File: config.mk
export PLATFORM = sky130hd
export DESIGN_NAME = process_slot_pool_ready_queue_unit
export DESIGN_NICKNAME = d
export VERILOG_FILES = /design/src/rtl/pspq_pkg.sv /design/src/rtl/pspq_ctrl.sv /design/src/rtl/pspq_datapath.sv /design/src/rtl/process_slot_pool_ready_queue_unit.sv
export SDC_FILE = /design/constraint.sdc
export NUM_CORES = 1
export LEC_CHECK = 0
export BUFFER_PORTS_ARGS = -buffer_cell sky130_fd_sc_hd__buf_2
export CAP_MARGIN = 30
export CELL_PAD_IN_SITES_DETAIL_PLACEMENT = 1
export CELL_PAD_IN_SITES_GLOBAL_PLACEMENT = 2
export CORE_ASPECT_RATIO = 0.9
export CORE_UTILIZATION = 39
export CTS_CLUSTER_SIZE = 12
export DETAILED_ROUTE_END_ITERATION = 16
export PLACE_DENSITY = 0.85
export REMOVE_ABC_BUFFERS = 1
export SLEW_MARGIN = 20
export SYNTH_ARGS = -nofsm -noshare
export SYNTH_HDL_FRONTEND = slang
export SYNTH_SLANG_ARGS = --single-unit
File: constraint.sdc
create_clock -name aclk -period 2.7 [get_ports aclk]
set_input_delay 0.54 -clock aclk [delete_from_list [all_inputs] [get_ports aclk]]
set_output_delay 0.54 -clock aclk [all_outputs]
set_load 0.03 [all_outputs]
File: src/rtl/pspq_pkg.sv
// shared types and constants of the process slot pool and ready queue
package pspq_pkg;

    localparam int SLOTS  = 8;
    localparam int SLOT_W = (SLOTS > 1) ? $clog2(SLOTS) : 1;
    localparam int PTR_W  = $clog2(SLOTS + 1);
    localparam int WIDE_W = (PTR_W > 3) ? PTR_W : 3;

    localparam logic [PTR_W-1:0] PTR_NONE = PTR_W'(SLOTS);

    typedef enum logic [1:0] {
        REQ_ALLOC   = 2'd0,
        REQ_RELEASE = 2'd1,
        REQ_ENQUEUE = 2'd2,
        REQ_DEQUEUE = 2'd3
    } req_t;

    typedef enum logic [1:0] {
        STAT_OK      = 2'd0,
        STAT_NO_FREE = 2'd1,
        STAT_EMPTY   = 2'd2
    } status_t;

    typedef struct packed {
        logic capture;
        logic execute;
    } pspq_cmd_t;

endpackage

File: src/rtl/pspq_ctrl.sv
// controller: input handshake, execute sequencing and output valid
module pspq_ctrl
    import pspq_pkg::*;
(
    input  logic      aclk,
    input  logic      aresetn,
    input  logic      s_tvalid,
    output logic      s_tready,
    output logic      m_tvalid,
    input  logic      m_tready,
    output pspq_cmd_t cmd
);

    typedef enum logic {
        ST_IDLE,
        ST_EXEC
    } state_t;

    state_t state_reg, state_next;
    logic   m_tvalid_reg, m_tvalid_next;
    logic   out_free;

    assign s_tready = (state_reg == ST_IDLE);
    assign m_tvalid = m_tvalid_reg;
    assign out_free = !m_tvalid_reg || m_tready;

    always_comb begin
        state_next    = state_reg;
        m_tvalid_next = m_tvalid_reg;
        cmd.capture   = 1'b0;
        cmd.execute   = 1'b0;
        if (m_tvalid_reg && m_tready) begin
            m_tvalid_next = 1'b0;
        end
        case (state_reg)
            ST_IDLE: begin
                if (s_tvalid) begin
                    cmd.capture = 1'b1;
                    state_next  = ST_EXEC;
                end
            end
            ST_EXEC: begin
                // result goes out only once the output register is free
                if (out_free) begin
                    cmd.execute   = 1'b1;
                    m_tvalid_next = 1'b1;
                    state_next    = ST_IDLE;
                end
            end
            default: begin
                state_next = ST_IDLE;
            end
        endcase
    end

    always_ff @(posedge aclk) begin
        if (!aresetn) begin
            state_reg    <= ST_IDLE;
            m_tvalid_reg <= 1'b0;
        end else begin
            state_reg    <= state_next;
            m_tvalid_reg <= m_tvalid_next;
        end
    end

`ifndef SYNTHESIS
    a_one_item_at_a_time: assert property (@(posedge aclk) disable iff (!aresetn)
        (s_tvalid && s_tready) |=> !s_tready)
        else $error("new item accepted while one is in progress");

    a_exec_needs_room: assert property (@(posedge aclk) disable iff (!aresetn)
        cmd.execute |-> (!m_tvalid_reg || m_tready))
        else $error("result overwrote a pending item");

    a_exec_gives_result: assert property (@(posedge aclk) disable iff (!aresetn)
        cmd.execute |=> m_tvalid)
        else $error("executed request produced no result");
`endif

endmodule

File: src/rtl/pspq_datapath.sv
// datapath: slot busy table, link table, queue pointers and result register
module pspq_datapath
    import pspq_pkg::*;
(
    input  logic      aclk,
    input  logic      aresetn,
    input  pspq_cmd_t cmd,
    input  logic [1:0] in_req_type,
    input  logic [2:0] in_slot,
    output logic [2:0] out_result_slot,
    output logic [1:0] out_status
);

    logic [SLOTS-1:0]  busy_reg;
    logic [PTR_W-1:0]  link_reg [SLOTS];
    logic [PTR_W-1:0]  head_reg, tail_reg;

    req_t              req_reg;
    logic [2:0]        slot_reg;
    logic [2:0]        res_slot_reg, res_slot_next;
    status_t           res_status_reg, res_status_next;

    logic [WIDE_W-1:0] slot_wide;
    logic              slot_ok;
    logic [SLOT_W-1:0] slot_idx;
    logic              free_found;
    logic [SLOT_W-1:0] free_idx;
    logic              head_ok, tail_ok;
    logic [SLOT_W-1:0] head_idx, tail_idx;
    logic [PTR_W-1:0]  head_link;

    function automatic logic [2:0] low3(input logic [SLOT_W-1:0] idx);
        logic [WIDE_W-1:0] w;
        w = WIDE_W'(idx);
        return w[2:0];
    endfunction

    assign slot_wide = WIDE_W'(slot_reg);
    assign slot_ok   = slot_wide < WIDE_W'(SLOTS);
    assign slot_idx  = slot_wide[SLOT_W-1:0];
    assign head_ok   = head_reg != PTR_NONE;
    assign tail_ok   = tail_reg != PTR_NONE;
    assign head_idx  = head_reg[SLOT_W-1:0];
    assign tail_idx  = tail_reg[SLOT_W-1:0];
    assign head_link = link_reg[head_idx];

    // lowest free slot wins
    always_comb begin
        free_found = 1'b0;
        free_idx   = '0;
        for (int i = SLOTS - 1; i >= 0; i--) begin
            if (!busy_reg[i]) begin
                free_found = 1'b1;
                free_idx   = SLOT_W'(i);
            end
        end
    end

    always_comb begin
        res_slot_next   = slot_reg;
        res_status_next = STAT_OK;
        case (req_reg)
            REQ_ALLOC: begin
                if (free_found) begin
                    res_slot_next = low3(free_idx);
                end else begin
                    res_status_next = STAT_NO_FREE;
                end
            end
            REQ_DEQUEUE: begin
                if (head_ok) begin
                    res_slot_next = low3(head_idx);
                end else begin
                    res_status_next = STAT_EMPTY;
                end
            end
            default: begin
            end
        endcase
    end

    always_ff @(posedge aclk) begin
        if (cmd.capture) begin
            req_reg  <= req_t'(in_req_type);
            slot_reg <= in_slot;
        end
        if (cmd.execute) begin
            res_slot_reg   <= res_slot_next;
            res_status_reg <= res_status_next;
        end
    end

    always_ff @(posedge aclk) begin
        if (!aresetn) begin
            busy_reg <= '0;
            for (int i = 0; i < SLOTS; i++) begin
                link_reg[i] <= PTR_NONE;
            end
            head_reg <= PTR_NONE;
            tail_reg <= PTR_NONE;
        end else if (cmd.execute) begin
            case (req_reg)
                REQ_ALLOC: begin
                    if (free_found) begin
                        busy_reg[free_idx] <= 1'b1;
                    end
                end
                REQ_RELEASE: begin
                    if (slot_ok) begin
                        busy_reg[slot_idx] <= 1'b0;
                        link_reg[slot_idx] <= PTR_NONE;
                    end
                end
                REQ_ENQUEUE: begin
                    if (slot_ok) begin
                        // old tail links to the slot unless it is the slot itself
                        if (tail_ok && tail_idx != slot_idx) begin
                            link_reg[tail_idx] <= PTR_W'(slot_idx);
                        end else if (!tail_ok) begin
                            head_reg <= PTR_W'(slot_idx);
                        end
                        tail_reg <= PTR_W'(slot_idx);
                        // the new tail always ends the chain
                        link_reg[slot_idx] <= PTR_NONE;
                    end
                end
                REQ_DEQUEUE: begin
                    if (head_ok) begin
                        if (head_link != PTR_NONE) begin
                            head_reg <= head_link;
                        end else begin
                            head_reg <= PTR_NONE;
                            tail_reg <= PTR_NONE;
                        end
                    end
                end
                default: begin
                end
            endcase
        end
    end

    assign out_result_slot = res_slot_reg;
    assign out_status      = res_status_reg;

`ifndef SYNTHESIS
    a_head_tail_agree: assert property (@(posedge aclk) disable iff (!aresetn)
        (head_reg == PTR_NONE) == (tail_reg == PTR_NONE))
        else $error("queue head and tail disagree on empty");

    a_alloc_marks_busy: assert property (@(posedge aclk) disable iff (!aresetn)
        (cmd.execute && req_reg == REQ_ALLOC && free_found) |=> busy_reg[$past(free_idx)])
        else $error("allocated slot not marked busy");

    a_tail_link_clear: assert property (@(posedge aclk) disable iff (!aresetn)
        (cmd.execute && req_reg == REQ_ENQUEUE && slot_ok) |=> link_reg[tail_idx] == PTR_NONE)
        else $error("new tail keeps a stale link");
`endif

endmodule

File: src/rtl/process_slot_pool_ready_queue_unit.sv
// Process slot pool with a linked FIFO ready queue threaded through the slots.
//
// Input channel s_*: one request per item. s_tuser carries the request kind
// (allocate, release, enqueue, dequeue) and s_tdata[2:0] the slot index used
// by release and enqueue. Result channel m_*: one result item per request,
// m_tdata[2:0] the allocated, dequeued or echoed slot and m_tuser the status
// (ok, no free slot, queue empty).
// A request is captured into the request register when accepted, then
// executed against the slot tables once the output register is free, and its
// result is registered into the output register. The two-state controller
// captures a request and then executes it, so a new request is accepted
// only after the previous one has been executed.
// When the receiver stalls, the result waits in the output register while
// the next request is still accepted; that request then waits to execute
// until the output register is taken. Reset frees every slot, clears all
// links and empties the queue.
module process_slot_pool_ready_queue_unit
    import pspq_pkg::*;
(
    input  logic       aclk,
    input  logic       aresetn,
    input  logic       s_tvalid,
    output logic       s_tready,
    input  logic [7:0] s_tdata,   // [2:0] slot, [7:3] zero
    input  logic [1:0] s_tuser,   // [1:0] req_type
    output logic       m_tvalid,
    input  logic       m_tready,
    output logic [7:0] m_tdata,   // [2:0] result_slot, [7:3] zero
    output logic [1:0] m_tuser    // [1:0] status
);

    pspq_cmd_t  cmd;
    logic [2:0] result_slot;

    pspq_ctrl u_ctrl (
        .aclk     (aclk),
        .aresetn  (aresetn),
        .s_tvalid (s_tvalid),
        .s_tready (s_tready),
        .m_tvalid (m_tvalid),
        .m_tready (m_tready),
        .cmd      (cmd)
    );

    pspq_datapath u_datapath (
        .aclk            (aclk),
        .aresetn         (aresetn),
        .cmd             (cmd),
        .in_req_type     (s_tuser),
        .in_slot         (s_tdata[2:0]),
        .out_result_slot (result_slot),
        .out_status      (m_tuser)
    );

    assign m_tdata = {5'b0, result_slot};

endmodule
Yosys cells after proc, flatten, opt, wreduce, memory -nomap -nowiden
Memories as Yosys holds them, arrays and structs flattened. A register that Yosys moved wholly into a read port is not among the register bits.
Index checks and enable logic that the tools add are counted.
{"block": "classes", "bitwise_logic": 5, "n_lt_le_gt_ge": 5, "mux": 73, "reduce_logical": 14, "eq_ne": 14}
{"op": "two-way mux 4 bit", "count": 11}
{"op": "two-way mux 3 bit", "count": 14}
{"op": "two-way mux 1 bit", "count": 37}
{"op": "two-way mux 8 bit", "count": 2}
{"op": "one-hot mux 4 bit (2 select lines)", "count": 2}
{"op": "one-hot mux 8 bit (2 select lines)", "count": 1}
{"op": "< comparator 3 x 4 -> 1 bit, second input constant", "count": 3}
{"op": "inequality test 4 bit, second input constant", "count": 3}
{"op": "AND 8 bit", "count": 1}
{"op": "inequality test 2 x 1 -> 1 bit, second input constant", "count": 4}
{"op": "inverter 8 bit", "count": 1}
{"op": "bitwise OR 8 bit", "count": 1}
{"op": "OR reduction 4 bit", "count": 2}
{"op": "demux 1 bit (select 3 bit)", "count": 2}
{"op": "greater-or-equal comparator 3 x 1 -> 1 bit, second input constant", "count": 2}
{"op": "inequality test 2 bit, second input constant", "count": 3}
{"op": "one-hot mux 3 bit (2 select lines)", "count": 1}
{"op": "AND reduction 6 bit", "count": 1}
{"op": "AND reduction 5 bit", "count": 1}
{"op": "== test 2 bit, second input constant", "count": 2}
{"op": "logical AND 1 bit", "count": 4}
{"op": "one-hot mux 2 bit (2 select lines)", "count": 1}
{"op": "AND reduction 4 bit", "count": 1}
{"op": "nonzero test 2 bit", "count": 2}
{"op": "9 further kinds", "count": 9}
{"block": "totals", "in_bits": 14, "wordCells": 121, "out_inout_bits": 12, "ff_bits": 28, "ramBits": 32, "n_memories": 1}
{"name": "u_datapath.link_reg", "depth": 8, "word_bits": 4, "read_ports": 1, "rd_clocked_by_memory_dff": 1, "wr": 8, "line_no": "pspq_datapath.sv:15", "source": "logic [PTR_W-1:0] link_reg [SLOTS];"}

Longest topological paths before layout
{"block": "depth", "ltp_word": 15, "ltp_mapped": 7}

By module
A second synthesis with hierarchy kept.
{"block": "hier_totals", "hier_cells": 276, "hier_area_um2": 3118.0}
{"mod": "pspq_datapath", "instances": 1, "seq_area_each_um2": 1561.5, "area_per_inst_um2": 2974.1, "cells_each": 261}
{"mod": "pspq_ctrl", "instances": 1, "seq_area_each_um2": 40.0, "area_per_inst_um2": 102.6, "cells_each": 9}
{"mod": "process_slot_pool_ready_queue_unit", "instances": 1, "seq_area_each_um2": 0.0, "area_per_inst_um2": 41.3, "cells_each": 6}

Worst setup path after synthesis
Ideal clock, no wire load.
{"block": "synth_path", "kind": "in2reg", "startpoint": "input m_tready", "endpoint": "memory u_datapath.link_reg[1][0] (netlist bit), enable pin", "path_stages": 5, "arrival_ps": 1641, "setup_ps": 306, "required_time_ps": 2394, "setup_slack_ps": 753, "n_path_buf": 0, "path_cell_list": "nand2b_1 nand3_1 or3_1 or3_1 nand3_1"}
{"item": "from (decl)", "line_no": "process_slot_pool_ready_queue_unit.sv:27", "source": "input logic m_tready,"}
{"item": "to (decl)", "line_no": "pspq_datapath.sv:15"}

Final worst setup path
{"block": "layout_path", "startpoint": "register u_datapath.req_reg[0]", "endpoint": "register u_datapath.busy_reg[0]"}
{"block": "layout_via", "elab_chain_cells": 3, "elab_cells_between_ends": 7}
{"item": "from (decl)", "line_no": "pspq_datapath.sv:18", "source": "req_t req_reg;"}
{"item": "from (signal assigned)", "line_no": "pspq_datapath.sv:84", "source": "req_reg <= req_t'(in_req_type);"}
{"item": "== test 2 x 1 -> 1 bit or logical NOT 2 bit (tied branches)", "line_no": "pspq_datapath.sv:102", "source": "case (req_reg)"}
{"item": "inequality test 2 x 1 -> 1 bit (no source line) or nonzero test 2 bit (tied branches)"}
{"item": "AND reduction 4 bit (no source line)"}
{"item": "to (signal assigned)", "line_no": "pspq_datapath.sv:95", "source": "busy_reg <= '0;"}
{"item": "to (signal, indexed assignment)", "line_no": "pspq_datapath.sv:105", "source": "busy_reg[free_idx] <= 1'b1;"}
{"item": "to (signal, indexed assignment)", "line_no": "pspq_datapath.sv:110", "source": "busy_reg[slot_idx] <= 1'b0;"}
{"item": "to (decl)", "line_no": "pspq_datapath.sv:14", "source": "logic [SLOTS-1:0] busy_reg;"}
Parallel ways exist; a longest one is shown, timed or not.
A chain may end at the register's enable or synchronous reset.

==> flow_summary.html <==
<table>
<tr><th>Metric</th><th>Value</th></tr>
<tr><th colspan="2">Timing</th></tr>
<tr><td>Unrepaired setup endpoints after global routing</td><td>no</td></tr>
<tr><td>Worst-Margin Slew</td><td>617 ps</td></tr>
<tr><td>Final hold violation count</td><td>0</td></tr>
<tr><td>Final Cycle Share</td><td>82.9%</td></tr>
<tr><td>Worst max-slew margin expressed relative to the limit</td><td>58.5%</td></tr>
<tr><td>Total of endpoints with negative setup slack in the final report</td><td>0</td></tr>
<tr><td>Max frequency</td><td>0.447 GHz</td></tr>
<tr><td>Clk_skew</td><td>10.5 ps</td></tr>
<tr><td>Final max-slew violation count</td><td>0</td></tr>
<tr><td>Setup_tns</td><td>0 ps</td></tr>
<tr><td>Post-route minimum period</td><td>2240 ps</td></tr>
<tr><td>Worst Hold Slack</td><td>369 ps</td></tr>
<tr><th colspan="2">Power and ir drop</th></tr>
<tr><td>Pwr/cell area</td><td>627 nW/um^2</td></tr>
<tr><td>Leakage</td><td>0.00119 uW</td></tr>
<tr><td>Peak supply drop</td><td>0.363 mV</td></tr>
<tr><td>Total power after layout</td><td>2070 uW</td></tr>
<tr><th colspan="2">Finish</th></tr>
<tr><td>Number of flip-flops under the largest register name</td><td>32</td></tr>
<tr><td>Diode count</td><td>0</td></tr>
<tr><td>Leading cell type in the layout, fill and taps excluded</td><td>nor2_1</td></tr>
<tr><td>Proportion of layout cells with a drive suffix above 1</td><td>17.5%</td></tr>
<tr><td>Layout-stage area growth over the synthesis result</td><td>11.5%</td></tr>
<tr><td>Non-Filler Instances</td><td>390</td></tr>
<tr><td>Number of nets in the layout</td><td>310</td></tr>
<tr><td>Most frequent cells in the layout</td><td>nor2_1, edfxtp_1, dfxtp_1</td></tr>
<tr><td>Total of fill cells in the finished design</td><td>794</td></tr>
<tr><th colspan="2">Worst setup path</th></tr>
<tr><td>Cell depth of the worst flop-to-flop path</td><td>8</td></tr>
<tr><td>Largest fanout of any net on the critical path</td><td>5</td></tr>
<tr><td>Worst r2r src</td><td>u_datapath.req_reg[0]$_DFFE_PP_</td></tr>
<tr><td>Reg2reg end</td><td>u_datapath.busy_reg[0]$_SDFFE_PN0P_</td></tr>
<tr><td>Critical path start-end classification</td><td>reg -&gt; reg</td></tr>
<tr><td>Arrival time of the worst setup path</td><td>2470 ps</td></tr>
<tr><td>Critical path startpoint category</td><td>flip-flop</td></tr>
<tr><td>Most common cell on crit path</td><td>nor3_1</td></tr>
<tr><td>Worst-path cell with the longest stage delay</td><td>nor3_1</td></tr>
<tr><td>CP endpoint kind</td><td>flip-flop</td></tr>
<tr><td>Required arrival time at the worst endpoint</td><td>2940 ps</td></tr>
<tr><td>Cell breakdown of the critical path</td><td>inv_1 &gt; ha_1 &gt; nand3_1 &gt; nor3_1 &gt; nand3b_1 &gt; buf_4 &gt; nor3_1 &gt; a211oi_1</td></tr>
<tr><td>Critical Path Source</td><td>u_datapath.req_reg[0]$_DFFE_PP_</td></tr>
<tr><td>Largest stage delay on the critical path</td><td>440 ps</td></tr>
<tr><td>FF-to-FF setup slack</td><td>460 ps</td></tr>
<tr><th colspan="2">Global routing</th></tr>
<tr><td>Antenna violations before repair</td><td>0</td></tr>
<tr><td>Aggregate global-route resource usage</td><td>19.9%</td></tr>
<tr><td>Vias in the first global route</td><td>2196</td></tr>
<tr><td>Sum of overflow across all layers after global routing</td><td>0</td></tr>
<tr><td>Pin count of the biggest net entering global routing</td><td>19</td></tr>
<tr><td>Wire length of the first global-routing pass</td><td>11.6 mm</td></tr>
<tr><th colspan="2">Logic synthesis</th></tr>
<tr><td>Seq cells post-synth</td><td>63</td></tr>
<tr><td>Post-synthesis cell area</td><td>2960 sq um</td></tr>
<tr><td>Asr flop ratio synth</td><td>0%</td></tr>
<tr><td>Yosys synthesis warning count</td><td>0</td></tr>
<tr><td>Average cell area after synthesis</td><td>10.8 sq um</td></tr>
<tr><td>Number of instances in the synthesized netlist</td><td>274</td></tr>
<tr><td>Proportion of synthesized chip area in sequential cells</td><td>54.1%</td></tr>
<tr><td>Count of cell types in the netlist</td><td>50</td></tr>
<tr><td>Post-synth EDFFs</td><td>34</td></tr>
<tr><td>Predominant post-synthesis flop cell</td><td>edfxtp_1</td></tr>
<tr><th colspan="2">Floorplanning</th></tr>
<tr><td>Core area</td><td>7180 sq um</td></tr>
<tr><td>Full die area</td><td>7950 sq um</td></tr>
<tr><td>Site row count</td><td>29</td></tr>
<tr><td>I/O pin cnt</td><td>26</td></tr>
<tr><td>Die height</td><td>84.7 um</td></tr>
<tr><td>Starting density of the core</td><td>41.2%</td></tr>
<tr><td>Die X</td><td>93.9 um</td></tr>
<tr><th colspan="2">Drt</th></tr>
<tr><td>Number of search-and-repair iterations in the first detailed-routing pass</td><td>4</td></tr>
<tr><td>Number of DRC violations after detailed routing</td><td>0</td></tr>
<tr><td>Average wire per cell in the routed design</td><td>18.4 um</td></tr>
<tr><td>Avg Vias per Cell</td><td>5.49</td></tr>
<tr><td>Final ANT Viol Nets</td><td>0</td></tr>
<tr><td>Initial drt markers</td><td>97</td></tr>
<tr><td>Final wirelength</td><td>7.16 mm</td></tr>
<tr><td>Total vias in the final route</td><td>2141</td></tr>
<tr><th colspan="2">Hold path</th></tr>
<tr><td>Beginning of the worst hold path</td><td>s_tuser[1]</td></tr>
<tr><td>Min-Delay Path Class</td><td>in -&gt; reg</td></tr>
<tr><td>Hold Crit Depth</td><td>1</td></tr>
<tr><td>Hold Path Sink</td><td>u_datapath.req_reg[1]$_DFFE_PP_</td></tr>
<tr><th colspan="2">Clocking</th></tr>
<tr><td>H-tree Lvls</td><td>3</td></tr>
<tr><td>CTS-repair resized insts</td><td>0</td></tr>
<tr><td>Number of clock buffers inserted by TritonCTS</td><td>9</td></tr>
<tr><td>Sink Count</td><td>63</td></tr>
<tr><td>Worst-Skew Late Latency</td><td>350 ps</td></tr>
<tr><td>Hold buffers post-CTS</td><td>0</td></tr>
<tr><td>Setup Fix Bufs, Post-CTS</td><td>0</td></tr>
<tr><td>Root buffer cell</td><td>clkbuf_8</td></tr>
<tr><td>Clock slew at reported path FFs</td><td>70 ps</td></tr>
<tr><td>Clock Tree Buf Depth</td><td>2</td></tr>
<tr><td>TritonCTS clock tree</td><td>yes</td></tr>
<tr><th colspan="2">Placement</th></tr>
<tr><td>HPWL after DPL</td><td>5.30 mm</td></tr>
<tr><td>Count of placed standard cells including taps</td><td>374</td></tr>
<tr><td>Routability congestion estimate</td><td>0.760</td></tr>
<tr><td>Count of input and output buffers</td><td>15</td></tr>
<tr><th colspan="2">Job</th></tr>
<tr><td>Number of max-cap violations</td><td>0</td></tr>
<tr><th colspan="2">Outcome</th></tr>
<tr><td>Outcome</td><td>finished clean</td></tr>
</table>
==> per-stage QoR <==
stage | util [%] | cell area (sq um) | setup slack, ps
2_1_floorplan | - | 2880 | 753
3_3_place_gp | 43.3 | 3110 | 485
3_5_place_dp | 43.3 | 3110 | 442
4_1_cts | 46.0 | 3300 | 492
5_1_grt | 46.0 | 3300 | 211
6_report | 46.0 | 3300 | 462
==> metal layers <==
metal | part of all wire, % | GRT usage (%)
met5 | 0 | 0
met3 | 3.0 | 5.16
met1 | 48 | 26.4
met2 | 48 | 31.4
met4 | 1.6 | 7.13
==> cells by family (layout without fill, tap and decap cells) <==
family	Yosys count	after routing	synth area share [%]
flip-flops	63	63	54.1
multiplexers	15	15	8.49
buffers and inverters	31	50	4.90
XOR/XNOR	3	3	0.887
adder cells (fa/ha/maj)	4	4	1.69
AO/OA/AOI/OAI	55	55	12.5
other	1	5	0.127
AND/OR/NAND/NOR	102	102	17.3
==> critical path: cells and delay by family, from the launching register on <==
family / cells / cell delay, ps
AND/OR/NAND/NOR: 4 / 940
flip-flops: 1 / 420
AO/OA/AOI/OAI: 1 / 310
buffers and inverters: 2 / 270
adder cells (fa/ha/maj): 1 / 190
==> synthesized netlist by cell type, types with 6 or more instances <==
master / number / area [sq um]
mux2i_1: 6 / 60.1
nand3_1: 12 / 60.1
mux4_2: 8 / 180
nand2_1: 17 / 63.8
dfxtp_1: 29 / 581
edfxtp_1: 34 / 1020
a21oi_1: 12 / 60.1
o21ai_1: 9 / 45.0
or3_1: 7 / 43.8
o21a_1: 6 / 45.0
inv_1: 10 / 37.5
clkbuf_1: 9 / 33.8
o21ai_0: 6 / 30.0
nand2b_1: 8 / 50.1
nor2_1: 35 / 131
==> where the power goes <==
| part | switching, uW | internal (uW) | leakage, uW |
|---|---|---|---|
| sequential | 35.1 | 1040 | 0.000580 |
| combinational | 118 | 64.3 | 0.000514 |
| clock | 386 | 423 | 0.0000960 |
| total | 539 | 1530 | 0.00119 |
==> final cells by class <==
cell class,count,area (sq um),share of cell area [%]
well taps,93,116,3.52
repair buffers,20,113,3.41
flip-flops and latches,63,1600,48.5
clock buffers,10,128,3.87
multi-input cells,184,1230,37.2
clock inverters,6,61.3,1.86
inverters,14,52.6,1.59
==> worst max-delay path by stage <==
stage | to | slack [ps]
final | u_datapath.busy_reg[0]$_SDFFE_PN0P_ | 460
after global placement | u_datapath.link_reg[0][2]$_SDFFCE_PN0P_ | 490
after global routing | u_datapath.busy_reg[0]$_SDFFE_PN0P_ | 210
after floorplan | u_datapath.link_reg[0][0]$_SDFFCE_PN0P_ | 750
after CTS | u_datapath.tail_reg[3]$_SDFFE_PN1P_ | 490
after detailed placement | u_datapath.link_reg[0][2]$_SDFFCE_PN0P_ | 440
No activity file was read; power rests on OpenSTA's default activity.
